## src/sv/frrr_pkg.sv

```systemverilog
// ----------------------------------------------------------------------------
// frrr_pkg
// shared types and constants of the frame rate resolution regulator
// ----------------------------------------------------------------------------
`default_nettype none
package frrr_pkg;
  localparam int unsigned RateW  = 20;
  localparam int unsigned ScaleW = 17;
  localparam int unsigned SizeW  = 14;
  localparam int unsigned DivW   = 32;

  localparam logic [2:0] RegPolicy  = 3'd0;
  localparam logic [2:0] RegGoal    = 3'd1;
  localparam logic [2:0] RegLowest  = 3'd2;
  localparam logic [2:0] RegHighest = 3'd3;
  localparam logic [2:0] RegDelay   = 3'd4;
  localparam logic [2:0] RegGain    = 3'd5;
  localparam logic [2:0] RegWidth   = 3'd6;
  localparam logic [2:0] RegHeight  = 3'd7;

  localparam logic [1:0] PolOff = 2'd0;

  localparam logic [RateW-1:0] RateMax     = 20'hFFFFF;
  localparam logic [RateW-1:0] RateDefault = 20'd15360;
  localparam logic [DivW-1:0]  RateNumer   = 32'd65536000;

  typedef struct packed {
    logic           start;
    logic [DivW-1:0] numer;
    logic [DivW-1:0] denom;
  } div_req_t;

  // thresholds in hundredths
  function automatic logic [6:0] pol_th(input logic [1:0] p, input logic [1:0] k);
    logic [6:0] r;
    r = 7'd0;
    case (p)
      2'd1: r = (k == 2'd0) ? 7'd90 : (k == 2'd1) ? 7'd95 : 7'd100;
      2'd2: r = (k == 2'd0) ? 7'd85 : (k == 2'd1) ? 7'd92 : 7'd98;
      2'd3: r = (k == 2'd0) ? 7'd75 : (k == 2'd1) ? 7'd85 : 7'd95;
      default: r = 7'd0;
    endcase
    return r;
  endfunction

  function automatic logic signed [14:0] pol_st(input logic [1:0] p, input logic [1:0] k);
    logic signed [14:0] r;
    r = '0;
    case (p)
      2'd1: r = (k == 2'd0) ? -15'sd9830 : (k == 2'd1) ? -15'sd5243 : 15'sd1311;
      2'd2: r = (k == 2'd0) ? -15'sd6554 : (k == 2'd1) ? -15'sd3277 : 15'sd1966;
      2'd3: r = (k == 2'd0) ? -15'sd5243 : (k == 2'd1) ? -15'sd1966 : 15'sd3277;
      default: r = '0;
    endcase
    return r;
  endfunction
endpackage
`default_nettype wire

```

## src/sv/frrr_div.sv

```systemverilog
// ----------------------------------------------------------------------------
// frrr_div
// shared restoring divider, one quotient bit per cycle
// ----------------------------------------------------------------------------
`default_nettype none
module frrr_div (
  input  wire logic              clk_i,
  input  wire logic              rst_ni,
  input  wire frrr_pkg::div_req_t req_i,
  output logic                   done_o,
  output logic [frrr_pkg::DivW-1:0] quot_o
);
  import frrr_pkg::*;

  logic [DivW-1:0] quot_q, quot_d, den_q, den_d;
  logic [DivW:0]   rem_q, rem_d, trial;
  logic [5:0]      cnt_q, cnt_d;
  logic            busy_q, busy_d, done_q, done_d;

  assign trial = {rem_q[DivW-1:0], quot_q[DivW-1]} - {1'b0, den_q};

  always_comb begin
    quot_d = quot_q; den_d = den_q; rem_d = rem_q; cnt_d = cnt_q;
    busy_d = busy_q; done_d = 1'b0;
    if (req_i.start) begin
      quot_d = req_i.numer; den_d = req_i.denom; rem_d = '0;
      cnt_d = 6'(DivW); busy_d = 1'b1;
    end else if (busy_q) begin
      if (!trial[DivW]) begin
        rem_d = trial;
        quot_d = {quot_q[DivW-2:0], 1'b1};
      end else begin
        rem_d = {rem_q[DivW-1:0], quot_q[DivW-1]};
        quot_d = {quot_q[DivW-2:0], 1'b0};
      end
      cnt_d = cnt_q - 6'd1;
      if (cnt_q == 6'd1) begin
        busy_d = 1'b0; done_d = 1'b1;
      end
    end
  end

  always_ff @(posedge clk_i or negedge rst_ni) begin
    if (!rst_ni) begin
      busy_q <= 1'b0; done_q <= 1'b0; cnt_q <= '0;
    end else begin
      busy_q <= busy_d; done_q <= done_d; cnt_q <= cnt_d;
    end
  end

  always_ff @(posedge clk_i) begin
    quot_q <= quot_d; den_q <= den_d; rem_q <= rem_d;
  end

  assign done_o = done_q;
  assign quot_o = quot_q;
endmodule
`default_nettype wire

```

## src/sv/frame_rate_resolution_regulator_unit.sv

```systemverilog
// ----------------------------------------------------------------------------
// frame_rate_resolution_regulator_unit
// dynamic resolution scaling from frame periods
// ----------------------------------------------------------------------------
// an input transaction runs the rate division in the shared divider, then the
// window update, the mean division and the scale steps; when disabled, only
// the rate division. The next input transaction is accepted once the result is
// registered for output, later while a finished result waits for m_axis_tready
// reset: asynchronous active low, control and configuration registers take their
// defaults; the window memory needs no clearing, only filled entries are read
`default_nettype none
module frame_rate_resolution_regulator_unit #(
  parameter int unsigned WINDOW_DEPTH = 60
) (
  input  wire logic        clk_i,
  input  wire logic        rst_ni,
  input  wire logic        cfg_we_i,
  input  wire logic [2:0]  cfg_idx_i,
  input  wire logic [16:0] cfg_wdata_i,
  input  wire logic        s_axis_tvalid,
  output logic             s_axis_tready,
  input  wire logic [23:0] s_axis_tdata,  // frame_period[17:0]
  output logic             m_axis_tvalid,
  input  wire logic        m_axis_tready,
  // applied_scale[16:0] frame_rate[36:17] mean_rate[56:37] scaled_width[70:57]
  // scaled_height[84:71] shrinking[85] change_tally[117:86]
  output logic [119:0]     m_axis_tdata
);
  import frrr_pkg::*;

  localparam int unsigned AW = (WINDOW_DEPTH > 1) ? $clog2(WINDOW_DEPTH) : 1;
  localparam int unsigned FW = $clog2(WINDOW_DEPTH + 1);
  localparam int unsigned TW = RateW + FW;
  localparam logic [FW-1:0] FillFull = FW'(WINDOW_DEPTH);
  localparam logic [AW-1:0] SlotLast = AW'(WINDOW_DEPTH - 1);

  typedef enum logic [3:0] {
    S_IDLE, S_RDIV, S_RWAIT, S_WIN, S_MEAN, S_MWAIT, S_STEP, S_DIFF, S_LIVE,
    S_SIZE, S_OUT
  } state_e;

  state_e state_q;
  logic [1:0]  pol_q;
  logic [7:0]  goal_q, dly_q;
  logic [16:0] low_q, high_q, gain_q;
  logic [13:0] fw_q, fh_q;
  logic [17:0] per_q;
  logic [RateW-1:0] rate_q, mean_q, old_q;
  logic [RateW-1:0] win_mem [WINDOW_DEPTH];
  logic [FW-1:0] fill_q;
  logic [AW-1:0] slot_q;
  logic [TW-1:0] total_q;
  logic signed [18:0] aim_q, live_q;
  logic [ScaleW-1:0] rep_q;
  logic [7:0]  pend_q;
  logic        head_q, down_q;
  logic [31:0] tally_q;
  logic signed [36:0] prod_q;
  logic [30:0] wprod_q, hprod_q;
  logic [119:0] out_q;
  div_req_t div_req;
  logic div_done;
  logic [DivW-1:0] div_quot;

  frrr_div u_div (.clk_i, .rst_ni, .req_i(div_req), .done_o(div_done), .quot_o(div_quot));

  // step selection
  logic [26:0] lhs, goal256;
  logic [33:0] tha, thb, thc;
  logic signed [14:0] step_raw;
  always_comb begin
    lhs = 27'(mean_q) * 27'd100;
    goal256 = {11'd0, goal_q, 8'd0};
    tha = 34'(pol_th(pol_q, 2'd0)) * 34'(goal256);
    thb = 34'(pol_th(pol_q, 2'd1)) * 34'(goal256);
    thc = 34'(pol_th(pol_q, 2'd2)) * 34'(goal256);
    if (34'(lhs) < tha) step_raw = pol_st(pol_q, 2'd0);
    else if (34'(lhs) < thb) step_raw = pol_st(pol_q, 2'd1);
    else if (34'(lhs) > thc) step_raw = pol_st(pol_q, 2'd2);
    else step_raw = '0;
  end

  // direction hysteresis and target clamp
  logic signed [19:0] aim_t;
  logic [7:0] pinc;
  logic step_dn, step_take;
  always_comb begin
    step_dn = step_raw < 0;
    pinc = pend_q + 8'd1;
    step_take = (step_dn == head_q) || (pinc >= dly_q);
    aim_t = 20'(aim_q);
    if (step_take) aim_t = aim_t + 20'(step_raw);
    if (aim_t < $signed({3'd0, low_q})) aim_t = $signed({3'd0, low_q});
    if (aim_t > $signed({3'd0, high_q})) aim_t = $signed({3'd0, high_q});
  end

  logic signed [36:0] delta;
  logic signed [19:0] live_n;
  logic signed [19:0] rdiff;
  always_comb begin
    if (prod_q >= 0) delta = prod_q >>> 16;
    else delta = -((-prod_q + 37'sd65535) >>> 16);
    live_n = 20'(live_q) + 20'(delta);
    rdiff = 20'(live_q) - $signed({3'd0, rep_q});
  end

  always_comb begin
    div_req.start = (state_q == S_RDIV) || (state_q == S_MEAN);
    div_req.numer = (state_q == S_RDIV) ? RateNumer : DivW'(total_q);
    div_req.denom = (state_q == S_RDIV) ? DivW'(per_q) : DivW'(fill_q);
  end

  always_ff @(posedge clk_i) begin
    old_q <= win_mem[slot_q];
    if (state_q == S_WIN) win_mem[slot_q] <= rate_q;
  end

  always_ff @(posedge clk_i or negedge rst_ni) begin
    if (!rst_ni) begin
      state_q <= S_IDLE;
      pol_q <= 2'd0; goal_q <= 8'd60; low_q <= 17'd32768; high_q <= 17'd65536;
      dly_q <= 8'd5; gain_q <= 17'd6554; fw_q <= 14'd1920; fh_q <= 14'd1080;
      fill_q <= '0; slot_q <= '0; total_q <= '0;
      aim_q <= 19'sd65536; live_q <= 19'sd65536; pend_q <= '0; head_q <= 1'b0;
      rep_q <= 17'd65536; tally_q <= '0; m_axis_tvalid <= 1'b0;
    end else begin
      if (m_axis_tvalid && m_axis_tready && (state_q != S_OUT)) m_axis_tvalid <= 1'b0;
      if (cfg_we_i) begin
        unique case (cfg_idx_i)
          RegPolicy:  pol_q  <= cfg_wdata_i[1:0];
          RegGoal:    goal_q <= cfg_wdata_i[7:0];
          RegLowest:  low_q  <= cfg_wdata_i;
          RegHighest: high_q <= cfg_wdata_i;
          RegDelay:   dly_q  <= cfg_wdata_i[7:0];
          RegGain:    gain_q <= cfg_wdata_i;
          RegWidth:   fw_q   <= cfg_wdata_i[13:0];
          RegHeight:  fh_q   <= cfg_wdata_i[13:0];
          default:    ;
        endcase
        fill_q <= '0; slot_q <= '0; total_q <= '0; pend_q <= '0; head_q <= 1'b0;
        tally_q <= '0;
        aim_q <= (cfg_idx_i == RegHighest) ? $signed({2'd0, cfg_wdata_i})
                                           : $signed({2'd0, high_q});
        live_q <= (cfg_idx_i == RegHighest) ? $signed({2'd0, cfg_wdata_i})
                                            : $signed({2'd0, high_q});
      end
      unique case (state_q)
        S_IDLE: if (s_axis_tvalid && s_axis_tready) begin
          per_q <= s_axis_tdata[17:0];
          state_q <= S_RDIV;
        end
        S_RDIV: state_q <= S_RWAIT;
        S_RWAIT: if (div_done) begin
          if (per_q == '0) rate_q <= RateDefault;
          else if (div_quot > DivW'(RateMax)) rate_q <= RateMax;
          else rate_q <= div_quot[RateW-1:0];
          state_q <= S_WIN;
        end
        S_WIN: begin
          if (pol_q == PolOff) begin
            out_q <= {2'd0, tally_q, 1'b0, fh_q, fw_q, {RateW{1'b0}}, rate_q,
                      17'd65536};
            state_q <= S_OUT;
          end else begin
            if (fill_q >= FillFull) total_q <= total_q - TW'(old_q) + TW'(rate_q);
            else begin
              total_q <= total_q + TW'(rate_q);
              fill_q <= fill_q + 1'b1;
            end
            slot_q <= (slot_q == SlotLast) ? '0 : slot_q + 1'b1;
            state_q <= S_MEAN;
          end
        end
        S_MEAN: state_q <= S_MWAIT;
        S_MWAIT: if (div_done) begin
          mean_q <= div_quot[RateW-1:0];
          state_q <= S_STEP;
        end
        S_STEP: begin
          down_q <= step_dn;
          if (step_dn != head_q) begin
            if (pinc < dly_q) pend_q <= pinc;
            else begin
              head_q <= step_dn; pend_q <= '0;
            end
          end else begin
            pend_q <= '0;
          end
          aim_q <= 19'(aim_t);
          state_q <= S_DIFF;
        end
        S_DIFF: begin
          prod_q <= 37'(aim_q - live_q) * $signed({20'd0, gain_q});
          state_q <= S_LIVE;
        end
        S_LIVE: begin
          if (live_n < 0) live_q <= '0;
          else if (live_n > 20'sd131071) live_q <= 19'sd131071;
          else live_q <= 19'(live_n);
          state_q <= S_SIZE;
        end
        S_SIZE: begin
          wprod_q <= 31'(fw_q) * 31'(live_q[16:0]);
          hprod_q <= 31'(fh_q) * 31'(live_q[16:0]);
          if (rdiff > 20'sd3276 || rdiff < -20'sd3276) begin
            tally_q <= tally_q + 32'd1;
            rep_q <= live_q[16:0];
          end
          state_q <= S_OUT;
        end
        S_OUT: if (!m_axis_tvalid || m_axis_tready) begin
          if (pol_q == PolOff) m_axis_tdata <= out_q;
          else m_axis_tdata <= {2'd0, tally_q, down_q,
            (hprod_q[30:16] > 15'd16383) ? 14'd16383 : hprod_q[29:16],
            (wprod_q[30:16] > 15'd16383) ? 14'd16383 : wprod_q[29:16],
            mean_q, rate_q, live_q[16:0]};
          m_axis_tvalid <= 1'b1;
          state_q <= S_IDLE;
        end
        default: state_q <= S_IDLE;
      endcase
    end
  end

  assign s_axis_tready = (state_q == S_IDLE);

  a_div_only_busy: assert property (@(posedge clk_i) disable iff (!rst_ni)
    div_done |-> (state_q == S_RWAIT || state_q == S_MWAIT)) else $error("div done");
  a_fill_bound: assert property (@(posedge clk_i) disable iff (!rst_ni)
    fill_q <= FillFull) else $error("fill");
  a_ready_out: assert property (@(posedge clk_i) disable iff (!rst_ni)
    (state_q == S_OUT) |=> (m_axis_tvalid || state_q == S_OUT)) else $error("out");
endmodule
`default_nettype wire
```

## config.mk

```make
export PLATFORM = sky130hd
export DESIGN_NAME = frame_rate_resolution_regulator_unit
export DESIGN_NICKNAME = d
export VERILOG_FILES = /design/src/sv/frrr_pkg.sv /design/src/sv/frrr_div.sv /design/src/sv/frame_rate_resolution_regulator_unit.sv
export SDC_FILE = /design/constraint.sdc
export NUM_CORES = 2
export LEC_CHECK = 0
export BUFFER_PORTS_ARGS = -buffer_cell sky130_fd_sc_hd__buf_2
export CAP_MARGIN = 20
export CORE_ASPECT_RATIO = 0.7
export CORE_MARGIN = 2
export CORE_UTILIZATION = 33
export DETAILED_ROUTE_END_ITERATION = 6
export GPL_TIMING_DRIVEN = 1
export PLACE_DENSITY = 0.5
export SYNTH_ARGS = -nofsm -noshare
export SYNTH_HDL_FRONTEND = slang
export SYNTH_SLANG_ARGS = --single-unit
```

## constraint.sdc

```tcl
create_clock -name clk_i -period 18.7 [get_ports clk_i]
set_input_delay 2.805 -clock clk_i [delete_from_list [all_inputs] [get_ports clk_i]]
set_output_delay 2.805 -clock clk_i [all_outputs]
set_load 0.03 [all_outputs]
```

Word level (Yosys, flattened, before mapping)
Memory sizes are Yosys's and may differ from the RTL's. A register that Yosys moved wholly into a read port is not among the register bits.
Index checks and enable logic that the tools add are counted.
W data, S select, Z words.
{ "op_classes": {"n_mul": 7, "addsub": 16, "mux": 71, "eq_ne": 29, "magnitude_cmp": 17, "n_reduce_logical": 34} }
{ "ops": {"columns": ["operator", "count"], "rows": [
  ["$mux W32", 6],
  ["$mux W26", 5],
  ["$mux W118", 1],
  ["$mux W19", 6],
  ["$pmux W15 S3", 2],
  ["$mux W20", 4],
  ["$mux W6", 11],
  ["$pmux W7 S3", 3],
  ["$mul A14 B17 Y31", 2],
  ["$lt A27 B23 Y1", 2],
  ["$add A26 B20 Y26", 2],
  ["$mul A7 B8 Y15", 3],
  ["$mux W15", 3],
  ["$pmux W4 S11", 1],
  ["$ge A37 B1 Y1 const B", 1],
  ["$mul A20 B18 Y37", 1],
  ["$add A36 B17 Y36 const B", 1],
  ["$neg A36 Y36", 1],
  ["$pmux W12 S3", 1],
  ["$sub A33 B32 Y33", 1],
  ["$add A32 B1 Y32 const B", 1],
  ["$gt A32 B20 Y1 const B", 1],
  ["$mux W8", 4],
  ["$gt A15 B14 Y1 const B", 2],
  ["53 further kinds", 109]
]} }
{ "totals": {"mem_bits_rw": 1200, "elab_cells": 212, "input_bits": 49, "mem_count": 1, "output_inout_bits": 122, "regBits": 696} }
{ "mem_list": {"columns": ["memory", "words", "width", "read_ports", "rd_clocked_by_memory_dff", "wr", "line", "rtl"], "rows": [
  ["win_mem", 60, 20, 1, 1, 1, "frame_rate_resolution_regulator_unit.sv:49", "logic [RateW-1:0] win_mem [WINDOW_DEPTH];"]
]} }

Logic depth before layout (Yosys ltp)
{ "depth": {"word_depth": 16, "mapped_depth": 70, "ltp_nobuf": 66} }

Hierarchy
From an unflattened synthesis, not the netlist that was laid out.
{ "hier_totals": {"cells_unflattened": 9590, "hier_area_um2": 114175.8} }
{ "by_module_without_submodules": {"columns": ["mod", "cells_each", "n_inst", "seq_area_each_um2", "area_per_inst_um2"], "rows": [
  ["frame_rate_resolution_regulator_unit", 8987, 1, 51622.0, 108102.4],
  ["frrr_div", 603, 1, 2762.6, 6073.3]
]} }

Worst setup path before layout
Ideal clock, no wire load.
{ "synth_timing": {"kind": "flip-flop to flip-flop", "startpoint": "register pol_q[1]", "endpoint": "register aim_q[15]", "required_ps": 18562, "synth_period_minus_slack_ps": 13122, "path_buffers": 6, "path_stages_with_launch": 63, "setup_time_ps": 138, "arrival_ps": 12984, "path_slack_ps": 5578, "cell_sequence": "dfrtp_1 inv_1 ha_1 clkbuf_1 clkbuf_1 clkbuf_1 nor2b_1 fa_1 ha_1 inv_1 fa_1 inv_1 fa_1 ha_1 inv_1 o21ai_0 a21oi_1 o21ai_0 [27 not listed] o21ai_0 nor4b_1 ha_1 clkbuf_1 or4_1 o221ai_1 ha_1 a21o_1 a21o_1 a21oi_1 or2_2 a31oi_1 o41ai_1 o311ai_1 buf_4 buf_12 mux2i_1 o22ai_1"} }
{ "synth_between": {"elab_chain_len": 16, "elab_cells_between_ends": 28, "classes_between": "1 x add/sub; 3 x mul; 6 x order compare; 4 x eq/ne; 13 x mux; 1 x reduce/logical"} }
{ "synth_rtl": {"columns": ["element", "line", "rtl"], "rows": [
  ["start, declared", "frame_rate_resolution_regulator_unit.sv:43", "logic [1:0] pol_q;"],
  ["start signal, assigned", "frame_rate_resolution_regulator_unit.sv:130", "RegPolicy: pol_q <= cfg_wdata_i[1:0];"],
  ["$eq A2 B2 Y1 / $eq A2 B1 Y1 (equally long branches)", "frrr_pkg.sv:37, frrr_pkg.sv:49", null],
  ["$pmux W7 S3", "frrr_pkg.sv:37", "case (p)"],
  ["$mul A7 B8 Y15", "frame_rate_resolution_regulator_unit.sv:76", "thc = 34'(pol_th(pol_q, 2'd2)) * 34'(goal256);"],
  ["$gt A27 B23 Y1", "frame_rate_resolution_regulator_unit.sv:79", "else if (34'(lhs) > thc) step_raw = pol_st(pol_q, 2'd2);"],
  ["$mux W15", "frame_rate_resolution_regulator_unit.sv:79", null],
  ["$mux W15", "frame_rate_resolution_regulator_unit.sv:78", "else if (34'(lhs) < thb) step_raw = pol_st(pol_q, 2'd1);"],
  ["$mux W15 (*)", "frame_rate_resolution_regulator_unit.sv:77", "if (34'(lhs) < tha) step_raw = pol_st(pol_q, 2'd0);"],
  ["$lt A15 B1 Y1", "frame_rate_resolution_regulator_unit.sv:88", "step_dn = step_raw < 0;"],
  ["$eq A1 B1 Y1", "frame_rate_resolution_regulator_unit.sv:90", "step_take = (step_dn == head_q) || (pinc >= dly_q);"],
  ["$logic_or A1 B1 Y1", "frame_rate_resolution_regulator_unit.sv:90", null],
  ["$mux W20 (*)", "frame_rate_resolution_regulator_unit.sv:92", "if (step_take) aim_t = aim_t + 20'(step_raw);"],
  ["$lt A20 B18 Y1", "frame_rate_resolution_regulator_unit.sv:93", "if (aim_t < $signed({3'd0, low_q})) aim_t = $signed({3'd0, low_q});"],
  ["$mux W20 (*)", "frame_rate_resolution_regulator_unit.sv:93", null],
  ["$gt A20 B18 Y1", "frame_rate_resolution_regulator_unit.sv:94", "if (aim_t > $signed({3'd0, high_q})) aim_t = $signed({3'd0, high_q});"],
  ["$mux W19 (*)", "frame_rate_resolution_regulator_unit.sv:94", null],
  ["$mux W19 (*)", "frame_rate_resolution_regulator_unit.sv:147", "unique case (state_q)"],
  ["end signal, assigned", "frame_rate_resolution_regulator_unit.sv:142", "aim_q <= (cfg_idx_i == RegHighest) ? $signed({2'd0, cfg_wdata_i})"],
  ["end signal, assigned", "frame_rate_resolution_regulator_unit.sv:189", "aim_q <= 19'(aim_t);"],
  ["end, declared", "frame_rate_resolution_regulator_unit.sv:53", "logic signed [18:0] aim_q, live_q;"]
]} }
Mark *: on every way between the ends. The rest lies on a longest branch, timed or not.
A chain may end at the register's enable or synchronous reset.

Final worst setup path
{ "layout_timing": {"startpoint": "register pol_q[1]", "endpoint": "register aim_q[4]"} }
The elaborated chain is that of the path after synthesis.

==> flow_summary.yaml <==
run_status:
  status: "finished, final reports clean"
sta:
  relSlewSlack: 0.1890
  slew_viol_final: 0
  min_period_over_period: 0.8880
  fin_skew_ns: 0.08563
  worst_slew_pin_slew_ns: 1.205
  rsz0062_at_grt: "no"
  post-route-min-period_ns: 16.61
  hold_violations: 0
  fmaxAchievable_mhz: 60.22
  report.final.setup_viol: 0
  finalSetupTns_ns: 0
route:
  finalWirelength_um: 338200
  wl_per_cell_um: 23.51
  drcViolationCount: 0
  drt_iter0_drc: 7013
  dr.pass1.iters: 6
  ant_nets: 0
  viasPerCell: 5.258
  num_vias: 75650
clocking:
  clkSinkCount: 1854
  cts_tree: "yes"
  clockBufferDepth: 4
  cts-buffers-inserted: 198
  path_clk_slew_ns: 0.07
  cts_setup_buffers: 0
  clk_latency_ns: 0.88
  ctsHtreeMaxLevel: 4
  cts_hold_buf: 0
  cts_resized: 0
  cts-root-buf: "clkbuf_16"
worst_setup_path:
  worstPathRequired_ns: 19.36
  path_common_cell: "ha_1"
  cp_max_fo: 14
  path_buf_inv: 5
  path_delay_family: "compound AO/OA/AOI/OAI gates"
  worst_path_max_delay_cell: "o21ai_0"
  cp.arrival_ns: 17.27
  critPathCaptureType: "flip-flop"
  critPathKind: "flip-flop to flip-flop"
  slowest_delay_ns: 0.73
  startpoint_type: "flip-flop"
place:
  portBuffers: 162
  place_area_um2: 119900
  hpwl_um: 228500
  routabilityCongestion: 0.8723
die:
  rows: 179
  die_area_um2: 348200
  die_w_um: 704.4
  io_pins: 171
  initial_utilization: 0.3325
  coreArea_um2: 340900
  die_h_um: 494.3
cells_and_area:
  multi_input_area_um2: 53700
  final_core_util: 0.3699
  fillCellCount: 33100
  nets: 11240
  ff_latch_area_um2: 53970
  design_area_um2: 126100
  drive_above_1_share: 0.09169
  area_delta_synth_final_pct: 11.26
job:
  cap_violations: 0
yosys:
  synth_cell_types: 95
  synth_seq_cells: 1854
  netlist_area_um2: 113300
  synth_edf_count: 1558
  yosysSeqAreaShare: 0.4762
  async_flop_share: 0.1316
  syn_avg_cell_area_um2: 11.76
  synthFlopType: "edfxtp_1"
  yosys_warnings: 0
  syn_inst: 9637
grt:
  grt_pass1_wl_um: 505300
  grt.overflow.total: 0
  antenna_found_initial: 24
  grt_usage: 0.1915
  grt_pass1_vias: 76930
  grt_max_degree: 99
min_path:
  min_path_type: "flip-flop to flip-flop"
## state kept, by name (all words and copies together) (netlist names), 21 cells and up
signal and count:
m_axis_tdata 118, prod_q 21, total_q 26, u_div.quot_o 32, tally_q 32, win_mem 1200, u_div.rem_q 32, out_q 80
## worst reg2reg max path, delay by kind of cell (launching register included)
family                     cells  cell delay, ns
AOI/OAI and AO/OA             29            7.10
adders and majority gates     11            4.09
and+or+nand+nor               13            3.41
buffers and inverters          5            0.86
DFF                            1            0.62
xor gates and xnor gates       1            0.22
muxes                          1            0.18
## cell usage after synthesis, drive strengths merged (72+ instances only)
master,n,area share
nand2,926,0.031
ha,688,0.076
xnor2,163,0.013
fa,802,0.14
clkbuf,403,0.013
nand3,132,0.0059
a22o,127,0.0098
o21ai,376,0.017
nor3,100,0.0045
dfrtp,218,0.048
a31oi,138,0.0076
inv,1164,0.039
nor2,401,0.013
a22oi,282,0.019
and2,364,0.020
o21a,76,0.0050
xor2,92,0.0071
a21oi,313,0.014
mux2,108,0.011
a221oi,123,0.0095
nor2b,72,0.0040
edfxtp,1558,0.41
a21o,108,0.0072
## final timing paths
check                                      start  slack, ns  depth (start not counted)           end
worst min register to register  u_div.quot_o[11]       0.48                          0    mean_q[11]
worst min-delay path            u_div.quot_o[11]       0.48                          0    mean_q[11]
min in group asynchronous                 rst_ni       1.96                          1     high_q[4]
worst max register to register          pol_q[1]       2.10                         60      aim_q[4]
worst max-delay path                    pol_q[1]       2.10                         60      aim_q[4]
max in group asynchronous                 rst_ni      15.27                          2  u_div.busy_q
## cells in the final DEF (no fill, tap or decap), drive strengths merged, types with 72 or more instances in the layout
master,count
fa,802
xnor2,163
o21ai,376
ha,688
a31oi,138
xor2,92
clkbuf,251
and2,364
a21o,108
edfxtp,1558
nand2,926
a221oi,123
nand3,132
a22oi,282
a21oi,313
nor2b,72
inv,1173
dfrtp,218
mux2,108
a22o,127
nor3,100
nor2,401
o21a,76
clkinv,73
buf,340
## per-layer routing
metal,share of wire,GRT usage,up-vias
li1,-,-,34040
met1,0.48,0.2864,39030
met2,0.44,0.2932,2231
met3,0.064,0.02882,343
met4,0.022,0.04197,4
met5,0.000059,0,-
## through the flow
stage	hold WS, ns	setup slack, ns	std cells
2_1_floorplan	0.4231	5.578	9638
3_3_place_gp	0.4727	2.505	14010
3_5_place_dp	0.4734	2.515	14030
4_1_cts	0.4892	2.451	14380
5_1_grt	0.5036	1.110	14380
6_report	0.4834	2.095	14390
## kinds of logic (layout without fill, tap and decap cells)
| logic type | count (synthesis) | after routing | share of synthesized area |
|---|---|---|---|
| muxes | 196 | 196 | 0.02115 |
| xor gates and xnor gates | 255 | 255 | 0.01971 |
| buffers and inverters | 1639 | 1860 | 0.05486 |
| other | 1 | 4 | 0.00003309 |
| and+or+nand+nor | 2314 | 2314 | 0.09720 |
| adders and majority gates | 1490 | 1490 | 0.2176 |
| DFF | 1854 | 1854 | 0.4762 |
| AOI/OAI and AO/OA | 1888 | 1888 | 0.1133 |
## layout make-up
class,count,area share
antenna,2,0.00003969
clock buffer,251,0.04209
clock inverter,103,0.006440
inverter,1166,0.03471
multi-input combinational,6145,0.4259
sequential,1854,0.4280
tap,4525,0.04490
timing repair buffer,340,0.01794
Power is left out: the tool's default activity adds up to more than one toggle a clock period on the data nets, which glitch-free logic cannot reach.
